===== config.mk =====
export PLATFORM = sky130hd
export DESIGN_NAME = ip_address_text_validator_unit
export DESIGN_NICKNAME = d
export VERILOG_FILES = /design/src/sv/ipv_pkg.sv /design/src/sv/ipv_classify.sv /design/src/sv/ipv_fifo.sv /design/src/sv/ipv_parser.sv /design/src/sv/ip_address_text_validator_unit.sv
export SDC_FILE = /design/constraint.sdc
export NUM_CORES = 1
export LEC_CHECK = 0
export BUFFER_PORTS_ARGS = -buffer_cell sky130_fd_sc_hd__buf_4
export CAP_MARGIN = 15
export CORE_MARGIN = 8
export CORE_UTILIZATION = 58
export CTS_BUF_LIST = sky130_fd_sc_hd__clkbuf_8
export CTS_CLUSTER_DIAMETER = 50
export DETAILED_ROUTE_END_ITERATION = 8
export GPL_TIMING_DRIVEN = 0
export PLACE_DENSITY = 0.79
export SLEW_MARGIN = 20
export SYNTH_ARGS = -nofsm -noshare
export SYNTH_HDL_FRONTEND = slang
export SYNTH_SLANG_ARGS = --single-unit

===== constraint.sdc =====
create_clock -name clk -period 4.5 [get_ports clk]
set_input_delay 0.9 -clock clk [delete_from_list [all_inputs] [get_ports clk]]
set_output_delay 0.9 -clock clk [all_outputs]
set_load 0.005 [all_outputs]

===== src/sv/ipv_pkg.sv =====
// Shared types and constants of the IP address text validator.
`timescale 1ns / 1ps

package ipv_pkg;

  // Address byte counts for IPv6 text.
  localparam logic [4:0] V6_BYTES  = 5'd16;
  localparam logic [4:0] V4_BYTES  = 5'd4;
  localparam logic [4:0] GRP_BYTES = 5'd2;

  // Number of parts in a dotted quad.
  localparam logic [2:0] QUAD_PARTS = 3'd4;

  // Largest value of one decimal part.
  localparam logic [11:0] PART_MAX = 12'd255;

  // Characters with a meaning of their own.
  localparam logic [7:0] CHAR_COLON = 8'h3a;
  localparam logic [7:0] CHAR_DOT   = 8'h2e;

  // Address family codes.
  localparam logic FAMILY_V4 = 1'b0;
  localparam logic FAMILY_V6 = 1'b1;

  // Default queue depths.
  localparam int CLASS_DEPTH_DEF   = 2;
  localparam int VERDICT_DEPTH_DEF = 2;

  // One classified character as it travels from the front to the back.
  typedef struct packed {
    logic       family;
    logic       last;
    logic       is_hex;
    logic       is_dec;
    logic       is_colon;
    logic       is_dot;
    logic [3:0] digit;
  } ipv_class_t;

endpackage


===== src/sv/ipv_classify.sv =====
// Front end: classifies each incoming character of the address text.
`timescale 1ns / 1ps

module ipv_classify import ipv_pkg::*; (
  input  logic [7:0] text_char,
  input  logic       is_last,
  input  logic       family,
  output ipv_class_t item
);

  logic is_dec;
  logic is_lower;
  logic is_upper;

  // Character ranges for decimal and hex digits.
  assign is_dec   = text_char inside {[8'h30:8'h39]};
  assign is_lower = text_char inside {[8'h61:8'h66]};
  assign is_upper = text_char inside {[8'h41:8'h46]};

  // Pack the class of the character with its flags and the mode in force.
  always_comb begin
    item.family   = family;
    item.last     = is_last;
    item.is_dec   = is_dec;
    item.is_hex   = is_dec | is_lower | is_upper;
    item.is_colon = (text_char == CHAR_COLON);
    item.is_dot   = (text_char == CHAR_DOT);
    // Letters a..f and A..F share their low nibble: 1..6 maps to 10..15.
    item.digit    = is_dec ? text_char[3:0] : (text_char[3:0] + 4'd9);
  end

endmodule


===== src/sv/ipv_fifo.sv =====
// Small synchronous queue with push/full and pop/empty sides.
`timescale 1ns / 1ps

module ipv_fifo import ipv_pkg::*; #(
  parameter int WIDTH = 1,
  parameter int DEPTH = 2
) (
  input  logic             clk,
  input  logic             rst_n,
  input  logic             push,
  input  logic [WIDTH-1:0] wdata,
  output logic             full,
  input  logic             pop,
  output logic [WIDTH-1:0] rdata,
  output logic             empty
);

  localparam int AW = (DEPTH > 1) ? $clog2(DEPTH) : 1;
  localparam int CW = $clog2(DEPTH + 1);

  logic [WIDTH-1:0] slot_r [DEPTH];
  logic [AW-1:0]    wr_ptr_r, wr_ptr_nxt;
  logic [AW-1:0]    rd_ptr_r, rd_ptr_nxt;
  logic [CW-1:0]    count_r, count_nxt;
  logic             do_push;
  logic             do_pop;

  assign full    = (count_r == CW'(DEPTH));
  assign empty   = (count_r == '0);
  assign do_push = push & ~full;
  assign do_pop  = pop & ~empty;
  assign rdata   = slot_r[rd_ptr_r];

  // Pointer and fill count update.
  always_comb begin
    wr_ptr_nxt = wr_ptr_r;
    rd_ptr_nxt = rd_ptr_r;
    count_nxt  = count_r;
    if (do_push) begin
      wr_ptr_nxt = (wr_ptr_r == AW'(DEPTH - 1)) ? '0 : wr_ptr_r + 1'b1;
    end
    if (do_pop) begin
      rd_ptr_nxt = (rd_ptr_r == AW'(DEPTH - 1)) ? '0 : rd_ptr_r + 1'b1;
    end
    if (do_push && !do_pop) begin
      count_nxt = count_r + 1'b1;
    end else if (do_pop && !do_push) begin
      count_nxt = count_r - 1'b1;
    end
  end

  always_ff @(posedge clk) begin
    if (!rst_n) begin
      wr_ptr_r <= '0;
      rd_ptr_r <= '0;
      count_r  <= '0;
    end else begin
      wr_ptr_r <= wr_ptr_nxt;
      rd_ptr_r <= rd_ptr_nxt;
      count_r  <= count_nxt;
    end
  end

  // Storage needs no reset.
  always_ff @(posedge clk) begin
    if (do_push) begin
      slot_r[wr_ptr_r] <= wdata;
    end
  end

endmodule


===== src/sv/ipv_parser.sv =====
// Back end: parses classified characters and forms the verdict on the last one.
`timescale 1ns / 1ps

module ipv_parser import ipv_pkg::*; (
  input  logic       clk,
  input  logic       rst_n,
  input  ipv_class_t item,
  input  logic       item_valid,
  output logic       item_take,
  input  logic       verdict_full,
  output logic       verdict_push,
  output logic       verdict
);

  // Parse phase codes.
  localparam logic [2:0] PH_START = 3'd0;
  localparam logic [2:0] PH_LEAD  = 3'd1;
  localparam logic [2:0] PH_BODY  = 3'd2;
  localparam logic [2:0] PH_TAIL  = 3'd3;
  localparam logic [2:0] PH_FAIL  = 3'd4;

  // Dotted-quad tracker state.
  typedef struct packed {
    logic [8:0] value;
    logic [2:0] count;
    logic       has_digit;
    logic       failed;
  } quad_t;

  logic [2:0]  phase_r, phase_nxt;
  logic [4:0]  bytes_r, bytes_nxt;
  logic [16:0] grp_r, grp_nxt;
  logic        grp_dig_r, grp_dig_nxt;
  logic        gap_r, gap_nxt;
  quad_t       quad_r, quad_nxt;

  logic        do_body;
  logic [16:0] grp_shift;
  logic [4:0]  n_bytes;
  logic        v6_ok;
  logic        v4_ok;

  // One character through the dotted-quad tracker.
  function automatic quad_t quad_feed(quad_t q, ipv_class_t c);
    quad_t       r;
    logic [11:0] v;
    r = q;
    v = ({3'b0, q.value} << 3) + ({3'b0, q.value} << 1) + {8'b0, c.digit};
    if (!q.failed) begin
      if (c.is_dec) begin
        if (v > PART_MAX) begin
          r.failed = 1'b1;
        end else begin
          r.value = v[8:0];
          if (!q.has_digit) begin
            if (q.count >= QUAD_PARTS) begin
              r.failed = 1'b1;
            end else begin
              r.count     = q.count + 3'd1;
              r.has_digit = 1'b1;
            end
          end
        end
      end else if (c.is_dot && q.has_digit) begin
        if (q.count == QUAD_PARTS) begin
          r.failed = 1'b1;
        end else begin
          r.value     = '0;
          r.has_digit = 1'b0;
        end
      end else begin
        r.failed = 1'b1;
      end
    end
    return r;
  endfunction

  // A character is taken unless it would need a verdict slot that is busy.
  assign item_take    = item_valid & (~item.last | ~verdict_full);
  assign verdict_push = item_take & item.last;
  assign grp_shift    = {grp_r[12:0], item.digit};

  // Next parse state for the character at the head of the queue.
  always_comb begin
    phase_nxt   = phase_r;
    bytes_nxt   = bytes_r;
    grp_nxt     = grp_r;
    grp_dig_nxt = grp_dig_r;
    gap_nxt     = gap_r;
    quad_nxt    = quad_r;
    do_body     = 1'b0;

    if (item.family == FAMILY_V6) begin
      case (phase_r)
        PH_START: begin
          if (item.is_colon) begin
            phase_nxt = item.last ? PH_FAIL : PH_LEAD;
          end else begin
            phase_nxt = PH_BODY;
            do_body   = 1'b1;
          end
        end
        PH_LEAD: begin
          if (!item.is_colon) begin
            phase_nxt = PH_FAIL;
          end else begin
            phase_nxt = PH_BODY;
            do_body   = 1'b1;
          end
        end
        PH_BODY: begin
          do_body = 1'b1;
        end
        PH_TAIL: begin
          quad_nxt = quad_feed(quad_r, item);
          if (quad_nxt.failed) begin
            phase_nxt = PH_FAIL;
          end
        end
        default: begin
          phase_nxt = phase_r;
        end
      endcase
    end else begin
      if (phase_r == PH_START) begin
        phase_nxt = PH_BODY;
      end
      quad_nxt = quad_feed(quad_r, item);
    end

    // Body of IPv6 text: hex groups, colons and the start of an IPv4 tail.
    if (do_body) begin
      if (item.is_hex) begin
        grp_nxt = grp_shift;
        if (grp_shift[16]) begin
          phase_nxt = PH_FAIL;
        end else begin
          grp_dig_nxt = 1'b1;
          quad_nxt    = quad_feed(quad_r, item);
        end
      end else if (item.is_colon) begin
        quad_nxt = '0;
        if (!grp_dig_r) begin
          if (gap_r) begin
            phase_nxt = PH_FAIL;
          end else begin
            gap_nxt = 1'b1;
          end
        end else if (item.last || bytes_r > V6_BYTES - GRP_BYTES) begin
          phase_nxt = PH_FAIL;
        end else begin
          bytes_nxt   = bytes_r + GRP_BYTES;
          grp_dig_nxt = 1'b0;
          grp_nxt     = '0;
        end
      end else if (item.is_dot && bytes_r <= V6_BYTES - V4_BYTES) begin
        quad_nxt = quad_feed(quad_r, item);
        if (quad_nxt.failed) begin
          phase_nxt = PH_FAIL;
        end else begin
          bytes_nxt   = bytes_r + V4_BYTES;
          grp_dig_nxt = 1'b0;
          phase_nxt   = PH_TAIL;
        end
      end else begin
        phase_nxt = PH_FAIL;
      end
    end
  end

  // Verdicts on the state after the last character.
  always_comb begin
    n_bytes = bytes_nxt;
    v6_ok   = 1'b1;
    if (phase_nxt == PH_FAIL || phase_nxt == PH_LEAD) begin
      v6_ok = 1'b0;
    end
    if (phase_nxt == PH_TAIL && (quad_nxt.failed || quad_nxt.count != QUAD_PARTS)) begin
      v6_ok = 1'b0;
    end
    if (grp_dig_nxt) begin
      if (n_bytes > V6_BYTES - GRP_BYTES) begin
        v6_ok = 1'b0;
      end else begin
        n_bytes = n_bytes + GRP_BYTES;
      end
    end
    if (gap_nxt) begin
      // The compression must stand for at least one group.
      if (n_bytes == V6_BYTES) begin
        v6_ok = 1'b0;
      end else begin
        n_bytes = V6_BYTES;
      end
    end
    if (n_bytes != V6_BYTES) begin
      v6_ok = 1'b0;
    end
    v4_ok = (phase_nxt != PH_FAIL) && !quad_nxt.failed && (quad_nxt.count == QUAD_PARTS);
  end

  assign verdict = (item.family == FAMILY_V6) ? v6_ok : v4_ok;

  // Parse state; the last character of a string returns it to the start.
  always_ff @(posedge clk) begin
    if (!rst_n || (item_take && item.last)) begin
      phase_r   <= PH_START;
      bytes_r   <= '0;
      grp_r     <= '0;
      grp_dig_r <= 1'b0;
      gap_r     <= 1'b0;
      quad_r    <= '0;
    end else if (item_take) begin
      phase_r   <= phase_nxt;
      bytes_r   <= bytes_nxt;
      grp_r     <= grp_nxt;
      grp_dig_r <= grp_dig_nxt;
      gap_r     <= gap_nxt;
      quad_r    <= quad_nxt;
    end
  end

  // The byte count never runs past a full IPv6 address.
  a_bytes_bound: assert property (@(posedge clk) disable iff (!rst_n)
    bytes_r <= V6_BYTES)
    else $error("parser byte count beyond a full address");

  // A last character leaves the parser at the start of a fresh string.
  a_last_clears: assert property (@(posedge clk) disable iff (!rst_n)
    item_take && item.last |=> phase_r == PH_START && bytes_r == '0 && !gap_r)
    else $error("parser state not cleared after last character");

  // An IPv4 tail has always accounted for its four bytes.
  a_tail_bytes: assert property (@(posedge clk) disable iff (!rst_n)
    phase_r == PH_TAIL |-> bytes_r >= V4_BYTES && !grp_dig_r)
    else $error("IPv4 tail without its bytes");

endmodule


===== src/sv/ip_address_text_validator_unit.sv =====
// Top level of the IP address text validator.
//
// The address text arrives one character per transfer on in_text_char, with
// in_is_last high on its final character. A character is taken at a rising
// edge with push high and full low. Only the last character of a string
// produces a result: out_address_valid is 1 when the whole string is a valid
// address under the mode of cfg_wdata (0 dotted IPv4, 1 IPv6), which is
// written with cfg_we and resets to IPv6.
// Results are popped with pop while empty is low, oldest first.
// A verdict enters the result queue as the parser takes its last character.
// Characters flow one per cycle, set by the parser step, while the result
// queue has room; a two-entry queue sits between classifier and parser.
// When the receiver stalls, verdicts collect in a two-entry result queue;
// characters keep flowing until a last character finds it full, and then
// full rises once the character queue fills as well.
// Synchronous reset empties both queues and returns the parser to the start
// of a string.
`timescale 1ns / 1ps

module ip_address_text_validator_unit import ipv_pkg::*; #(
  parameter int CLASS_DEPTH   = CLASS_DEPTH_DEF,
  parameter int VERDICT_DEPTH = VERDICT_DEPTH_DEF
) (
  input  logic       clk,
  input  logic       rst_n,
  input  logic       cfg_we,
  input  logic       cfg_wdata,
  input  logic [7:0] in_text_char,
  input  logic       in_is_last,
  input  logic       push,
  output logic       full,
  output logic       out_address_valid,
  output logic       empty,
  input  logic       pop
);

  logic       family_r;
  ipv_class_t front_item;
  ipv_class_t head_item;
  logic       class_empty;
  logic       head_take;
  logic       verdict_full;
  logic       verdict_push;
  logic       verdict;

  // Mode register.
  always_ff @(posedge clk) begin
    if (!rst_n) begin
      family_r <= FAMILY_V6;
    end else if (cfg_we) begin
      family_r <= cfg_wdata;
    end
  end

  // Front: classify each character under the current mode.
  ipv_classify u_classify (
    .text_char (in_text_char),
    .is_last   (in_is_last),
    .family    (family_r),
    .item      (front_item)
  );

  // Queue of classified characters between front and back.
  ipv_fifo #(
    .WIDTH ($bits(ipv_class_t)),
    .DEPTH (CLASS_DEPTH)
  ) u_class_q (
    .clk   (clk),
    .rst_n (rst_n),
    .push  (push),
    .wdata (front_item),
    .full  (full),
    .pop   (head_take),
    .rdata (head_item),
    .empty (class_empty)
  );

  // Back: parse and judge.
  ipv_parser u_parser (
    .clk          (clk),
    .rst_n        (rst_n),
    .item         (head_item),
    .item_valid   (~class_empty),
    .item_take    (head_take),
    .verdict_full (verdict_full),
    .verdict_push (verdict_push),
    .verdict      (verdict)
  );

  // Result queue toward the receiver.
  ipv_fifo #(
    .WIDTH (1),
    .DEPTH (VERDICT_DEPTH)
  ) u_verdict_q (
    .clk   (clk),
    .rst_n (rst_n),
    .push  (verdict_push),
    .wdata (verdict),
    .full  (verdict_full),
    .pop   (pop),
    .rdata (out_address_valid),
    .empty (empty)
  );

endmodule

-- Yosys cells after proc, flatten, opt, wreduce, memory -nomap -nowiden
Memories as Yosys holds them, arrays and structs flattened. A register that Yosys moved wholly into a read port is not among the register bits.
Cells that the tools add are included.
- input bits: 15
- RAM bits: 22
- output and inout port bits: 3
- memories kept: 2
- word-level logic and storage cells: 206
- register bits: 46
- bitwise gates (word level): 14
- add/sub/neg operators: 15
- eq/ne operators: 17
- $lt $le $gt $ge: 11
- mux-type cells: 100
- reductions and logical operators: 31
- memories (memory ; depth ; width ; rd ports ; clocked after memory_dff ; write ports ; line ; RTL):
    u_class_q.slot_r ; 2 ; 10 ; 1 ; 1 ; 1 ; ipv_fifo.sv:21 ; logic [WIDTH-1:0] slot_r [DEPTH];
    u_verdict_q.slot_r ; 2 ; 1 ; 1 ; 1 ; 1 ; ipv_fifo.sv:21 ;
- operators by type and width (operator ; number):
    $mux W14 ; 14
    $mux W13 ; 5
    $mux W5 ; 12
    $mux W3 ; 16
    $mux W1 ; 41
    $mux W9 ; 3
    $eq A8 B6 Y1 const B ; 2
    $ge A8 B7 Y1 const B ; 2
    $le A8 B7 Y1 const B ; 2
    $logic_and A1 B1 Y1 ; 13
    $add A12 B10 Y12 ; 1
    $add A12 B4 Y12 ; 1
    $gt A12 B8 Y1 const B ; 1
    $add A5 B2 Y5 const B ; 2
    $gt A5 B4 Y1 const B ; 2
    $mux W2 ; 5
    $eq A3 B2 Y1 const B ; 3
    $eq A3 B3 Y1 const B ; 3
    $pmux W3 S3 ; 1
    $ge A8 B6 Y1 const B ; 1
    $le A8 B6 Y1 const B ; 1
    $mux W4 ; 2
    $reduce_bool A2 Y1 ; 4
    $and A1 B1 Y1 ; 6
    other kinds (22) ; 45

-- Longest topological paths before layout
- depth after elaboration: 26
- depth in mapped cells: 21
- depth with buffers taken out: 19

-- Cells and area by module
From an unflattened synthesis, not the netlist that was laid out.
- cell total of the unflattened synthesis: 481
- area, all modules: 4260.3 um^2
- by module, submodules not included (module ; area each (um^2) ; cells an instance ; instances ; seq. area each (um^2)):
    ipv_parser ; 2700.1 ; 360 ; 1 ; 540.5
    ipv_fifo at u_class_q ; 945.9 ; 57 ; 1 ; 700.7
    ipv_fifo at u_verdict_q ; 305.3 ; 28 ; 1 ; 160.2
    ipv_classify ; 271.5 ; 32 ; 1 ; 0.0
    ip_address_text_validator_unit ; 37.5 ; 4 ; 1 ; 20.0

-- Worst setup path after synthesis
No wires, ideal clock.
- path type: flip-flop to flip-flop
- start point: register with a tool-made name
- end point: memory u_verdict_q.slot_r[0], data pin
- buffers on the path: 2
- cell stages (with the launch flop): 22
- setup slack: -299 ps
- arrival: 4614 ps
- setup time: 186 ps
- data required time: 4314 ps
- period minus slack after synthesis: 4799 ps
- cells stage by stage: dfxtp_1 buf_6 buf_6 mux2_2 ha_1 ha_1 inv_1 fa_1 nor2b_4 o31ai_2 o221ai_1 nand3_1 o31ai_4 a311oi_1 a211oi_1 ha_1 nand3b_1 a2111oi_0 o21ai_0 mux2i_1 xnor2_1 o31ai_1
- RTL lines (what ; line):
    end, declared ; ipv_fifo.sv:21

==> summary.md <==
| Metric | Value |
|---|---|
| Post-Route WL | 9790 um |
| Bufs and invs on worst path | 1 |
| Worst-Skew Late Latency | 0.34 ns |
| CP endpoint kind | flop |
| Drt wl/cell | 16.0 um |
| Placed cell area | 4480 um^2 |
| Slowest stage delay, CP | 0.53 ns |
| Initial core utilization | 58.7% |
| CTS tree | done |
| Synth warn | 0 |
| Number of remaining DRC errors | 0 |
| CP Class | reg -> reg |
| Die Height | 101 um |
| Clock transition at path regs | 0.07 ns |
| # Max-Cap Violations | 0 |
| Detail Placement HPWL | 7250 um |
| Share of layout cells above drive strength 1 | 18.2% |
| # rows | 31 |
| Die Wd | 101 um |
| CP top delay family | compound AO/OA/AOI/OAI gates |
| Asr flop ratio synth | 0% |
| Most used DFF post-synth | dfxtp_1 |
| P_sw | 1040 uW |
| GR met3 Demand/Resource | 5.25% |
| Lkg Pwr | 0.00190 uW |
| Die area | 10200 um^2 |
| Global route overflow | 0 |
| Hold_sp | u_parser.grp_r[4] |
| Flops & latches, synth | 60 |
| CTS Buf Count | 9 |
| Seq/Total Area, Yosys | 34.1% |
| Pin count of the biggest net entering global routing | 12 |
| Mapped Cells | 468 |
| RSZ-0062 raised after global routing | yes |
| Hold Crit Class | reg -> reg |
| Longest Clk Path Bufs | 2 |
| Fillcell total | 576 |
| Reg-to-reg slack, setup | 0.06 ns |
| First-pass GRT wire length | 16700 um |
| DRT iter0 DRCs | 222 |
| CP Cell Sequence | mux2i_2 -> fa_1 -> inv_1 -> ha_1 -> a21o_1 -> nand4_1 -> and3_4 -> a211o_1 -> o31ai_4 -> a311oi_2 -> a211oi_2 -> ha_1 -> nand3b_1 -> a2111oi_2 -> o21ai_1 -> mux2i_1 -> xnor2_1 -> o31ai_2 |
| Required @ worst endpoint | 4.65 ns |
| Vias | 3642 |
| Antenna diodes | 0 |
| Number of global-route vias before repair | 3705 |
| Max-slew headroom | 41.7% |
| Tmin final | 4.44 ns |
| Clk network pwr share | 19.4% |
| # IOs | 18 |
| Critical path startpoint category | flop |
| PwrDens | 517 nW/um^2 |
| Syn Area/Cell | 8.91 um^2 |
| Arrival @ worst endpoint | 4.59 ns |
| Max FO, Critical Path | 4 |
| R2R depth | 18 |
| Fin. Hold Viols | 0 |
| Fin crit share | 98.6% |
| Fmax | 0.225 GHz |
| Hold EP | u_parser.grp_r[4] |
| Fin util | 68.2% |
| Input/output buffers | 16 |
| Combinational share of power | 50.9% |
| GRT busiest layer | met2 |
| Netlist cell types | 74 |
| # hold bufs at CTS | 0 |
| Reg-to-Reg End | u_verdict_q.slot_r[1] |
| H-tree depth reported by CTS | 3 |
| Status | finished, final reports clean |
| Area growth syn-to-layout | 16.1% |
| TritonRoute pass-1 iters | 5 |
| Grt met2 use | 34.9% |
| Final TNS setup | 0 ns |
| Final Instance Area | 4840 um^2 |
| Mapped Area | 4170 um^2 |
| Reg power frac | 29.7% |
| Synthesized net count | 514 |
| Internal | 1460 uW |
| Stages on worst setup path | 18 |
| Hold depth | 2 |
| Met1 Use GR | 23.4% |
| Routed Antenna Nets | 0 |
| Vias per cell | 5.96 |
| Worst Skew | 0.00920 ns |
| # clock sinks | 60 |
| Switching part of the total | 41.6% |
| Slowest-stage cell, CP | fa_1 |
| Tot GR Track Use | 20.4% |
| Max Slew Vio Count | 0 |
| Nets | 553 |
| WHS | 0.456 ns |
| GPL Wtd Cong | 0.972 |
| Number of synthesized flops with an enable pin | 22 |
| Most frequent CP cell | ha_1 |
| Clock root cell | clkbuf_8 |
| Worst VDD drop | 0.000380 V |
| Final-report setup violation count | 0 |
| Initial antenna violation count | 0 |
| Worst Max-Slew Pin Slew | 0.868 ns |
| CORE AREA | 7100 um^2 |
-- synth_stat cells (3+ instances only) --
cell / number / area, um^2
nor2_1: 47 / 176
nand2_1: 43 / 161
a21oi_1: 42 / 210
dfxtp_1: 38 / 761
ha_1: 29 / 363
edfxtp_1: 22 / 661
o21ai_0: 20 / 100
inv_1: 19 / 71.3
mux2i_1: 14 / 140
clkbuf_1: 12 / 45.0
nand3_1: 12 / 60.1
nor3_1: 12 / 60.1
xnor2_1: 12 / 105
and2_1: 9 / 56.3
a21o_1: 7 / 52.6
and3_1: 7 / 43.8
mux2_2: 7 / 78.8
xor2_1: 7 / 61.3
a211oi_1: 6 / 45.0
nand2b_1: 6 / 37.5
nand3b_1: 6 / 45.0
nand4_1: 6 / 37.5
buf_6: 5 / 56.3
nor2b_1: 4 / 25.0
or3_1: 4 / 25.0
a211o_1: 3 / 26.3
o211ai_1: 3 / 22.5
o21a_1: 3 / 22.5
o31ai_1: 3 / 22.5
or2_2: 3 / 18.8
-- final cells by class --
type                            instances  area (um^2)  share of cell area, %
Multi-Input combinational cell        370         2700                   55.8
Sequential cell                        60         1430                   29.4
Timing Repair Buffer                   30          225                   4.65
Clock buffer                           11          151                   3.13
Tap cell                               99          124                   2.56
Buffer                                 17         90.1                   1.86
Inverter                               19         71.3                   1.47
Clock inverter                          5         52.6                   1.09
-- kinds of logic after synthesis --
group                      share of synthesized area, %
adders and majority gates                          9.67
muxes                                              6.48
AOI/OAI and AO/OA                                  19.5
xor gates and xnor gates                           3.99
buffers and inverters                              4.41
and+or+nand+nor                                    21.8
DFF                                                34.1
-- through the flow --
| step | power, uW | setup slack [ns] | instances |
|---|---|---|---|
| 2_1_floorplan | 1650 | -0.0542 | 468 |
| 3_5_place_dp | 1940 | -0.655 | 583 |
| 4_1_cts | 2480 | 0.00412 | 607 |
| 6_report | 2500 | 0.0619 | 611 |
| 3_3_place_gp | 1910 | -0.641 | 583 |
| 5_1_grt | 2680 | -0.161 | 611 |
-- how the worst max path moves through the flow --
stage                                   from                     to  slack (ns)
final                                   flop  u_verdict_q.slot_r[1]        0.06
after global routing      u_parser.quad_r[5]  u_verdict_q.slot_r[1]       -0.16
after CTS                               flop  u_verdict_q.slot_r[0]       0.004
after detailed placement                flop  u_verdict_q.slot_r[1]       -0.65
after global placement                  flop  u_verdict_q.slot_r[0]       -0.64
after floorplan                         flop  u_verdict_q.slot_r[0]       -0.05
-- layout by cell type (no fill, tap or decap), types with 6 or more instances in the layout --
cell type  Yosys  layout
nor3_1        12      11
buf_4          1      31
edfxtp_1      22      22
clkbuf_1      12      12
ha_1          29      27
nand2b_1       6       6
nand3_1       12      11
dfxtp_1       38      37
a21o_1         7       7
and2_1         9       9
clkbuf_8       0      11
nor2_1        47      47
inv_1         19      20
nand3b_1       6       6
nand2_1       43      42
o21ai_0       20      19
nand4_1        6       6
a21oi_1       42      41
xnor2_1       12      11
mux2_2         7       6
mux2i_1       14      13
and3_1         7       7
xor2_1         7       6
-- power by group through the flow --
| stage | registers (uW) | clock network (uW) | logic (uW) |
|---|---|---|---|
| 2_1_floorplan | 727 | 0 | 923 |
| 6_report | 743 | 486 | 1270 |
| 5_1_grt | 753 | 520 | 1400 |
| 3_3_place_gp | 741 | 0 | 1170 |
| 3_5_place_dp | 745 | 0 | 1200 |
| 4_1_cts | 736 | 493 | 1250 |
-- tightest hold or removal path, cell delays in order, from the launching register on --
cell	delay (ns)
dfxtp_1	0.31
nand2_1	0.05
a21oi_1	0.05
-- routing by layer --
metal,wire [um],up-vias
met1,4260,1738
li1,-,1786
met2,4850,98
met4,214,0
met5,0,-
met3,457,20
-- sequential cells by signal, summed over array words and instances, names as in the netlist, named ones only --
register              count
u_verdict_q.count_r       2
u_verdict_q.rd_ptr_r      1
u_parser.grp_r            4
u_verdict_q.slot_r        2
u_class_q.count_r         2
u_verdict_q.wr_ptr_r      1
u_parser.gap_r            1
family_r                  1
u_parser.quad_r          14
u_class_q.slot_r         20
u_parser.bytes_r          4
u_parser.phase_r          3
u_class_q.wr_ptr_r        1
u_class_q.rd_ptr_r        1
u_parser.grp_dig_r        1
-- repair_timing --
action	4_1_cts	5_1_grt
endpoints found under the setup margin	2	2
pin swaps	15	7
buffers inserted	9	5
resized for setup	14	2
endpoints found under the hold margin	0	0
gates cloned	0	0
Note: power is estimated with default switching activity, not from simulation.
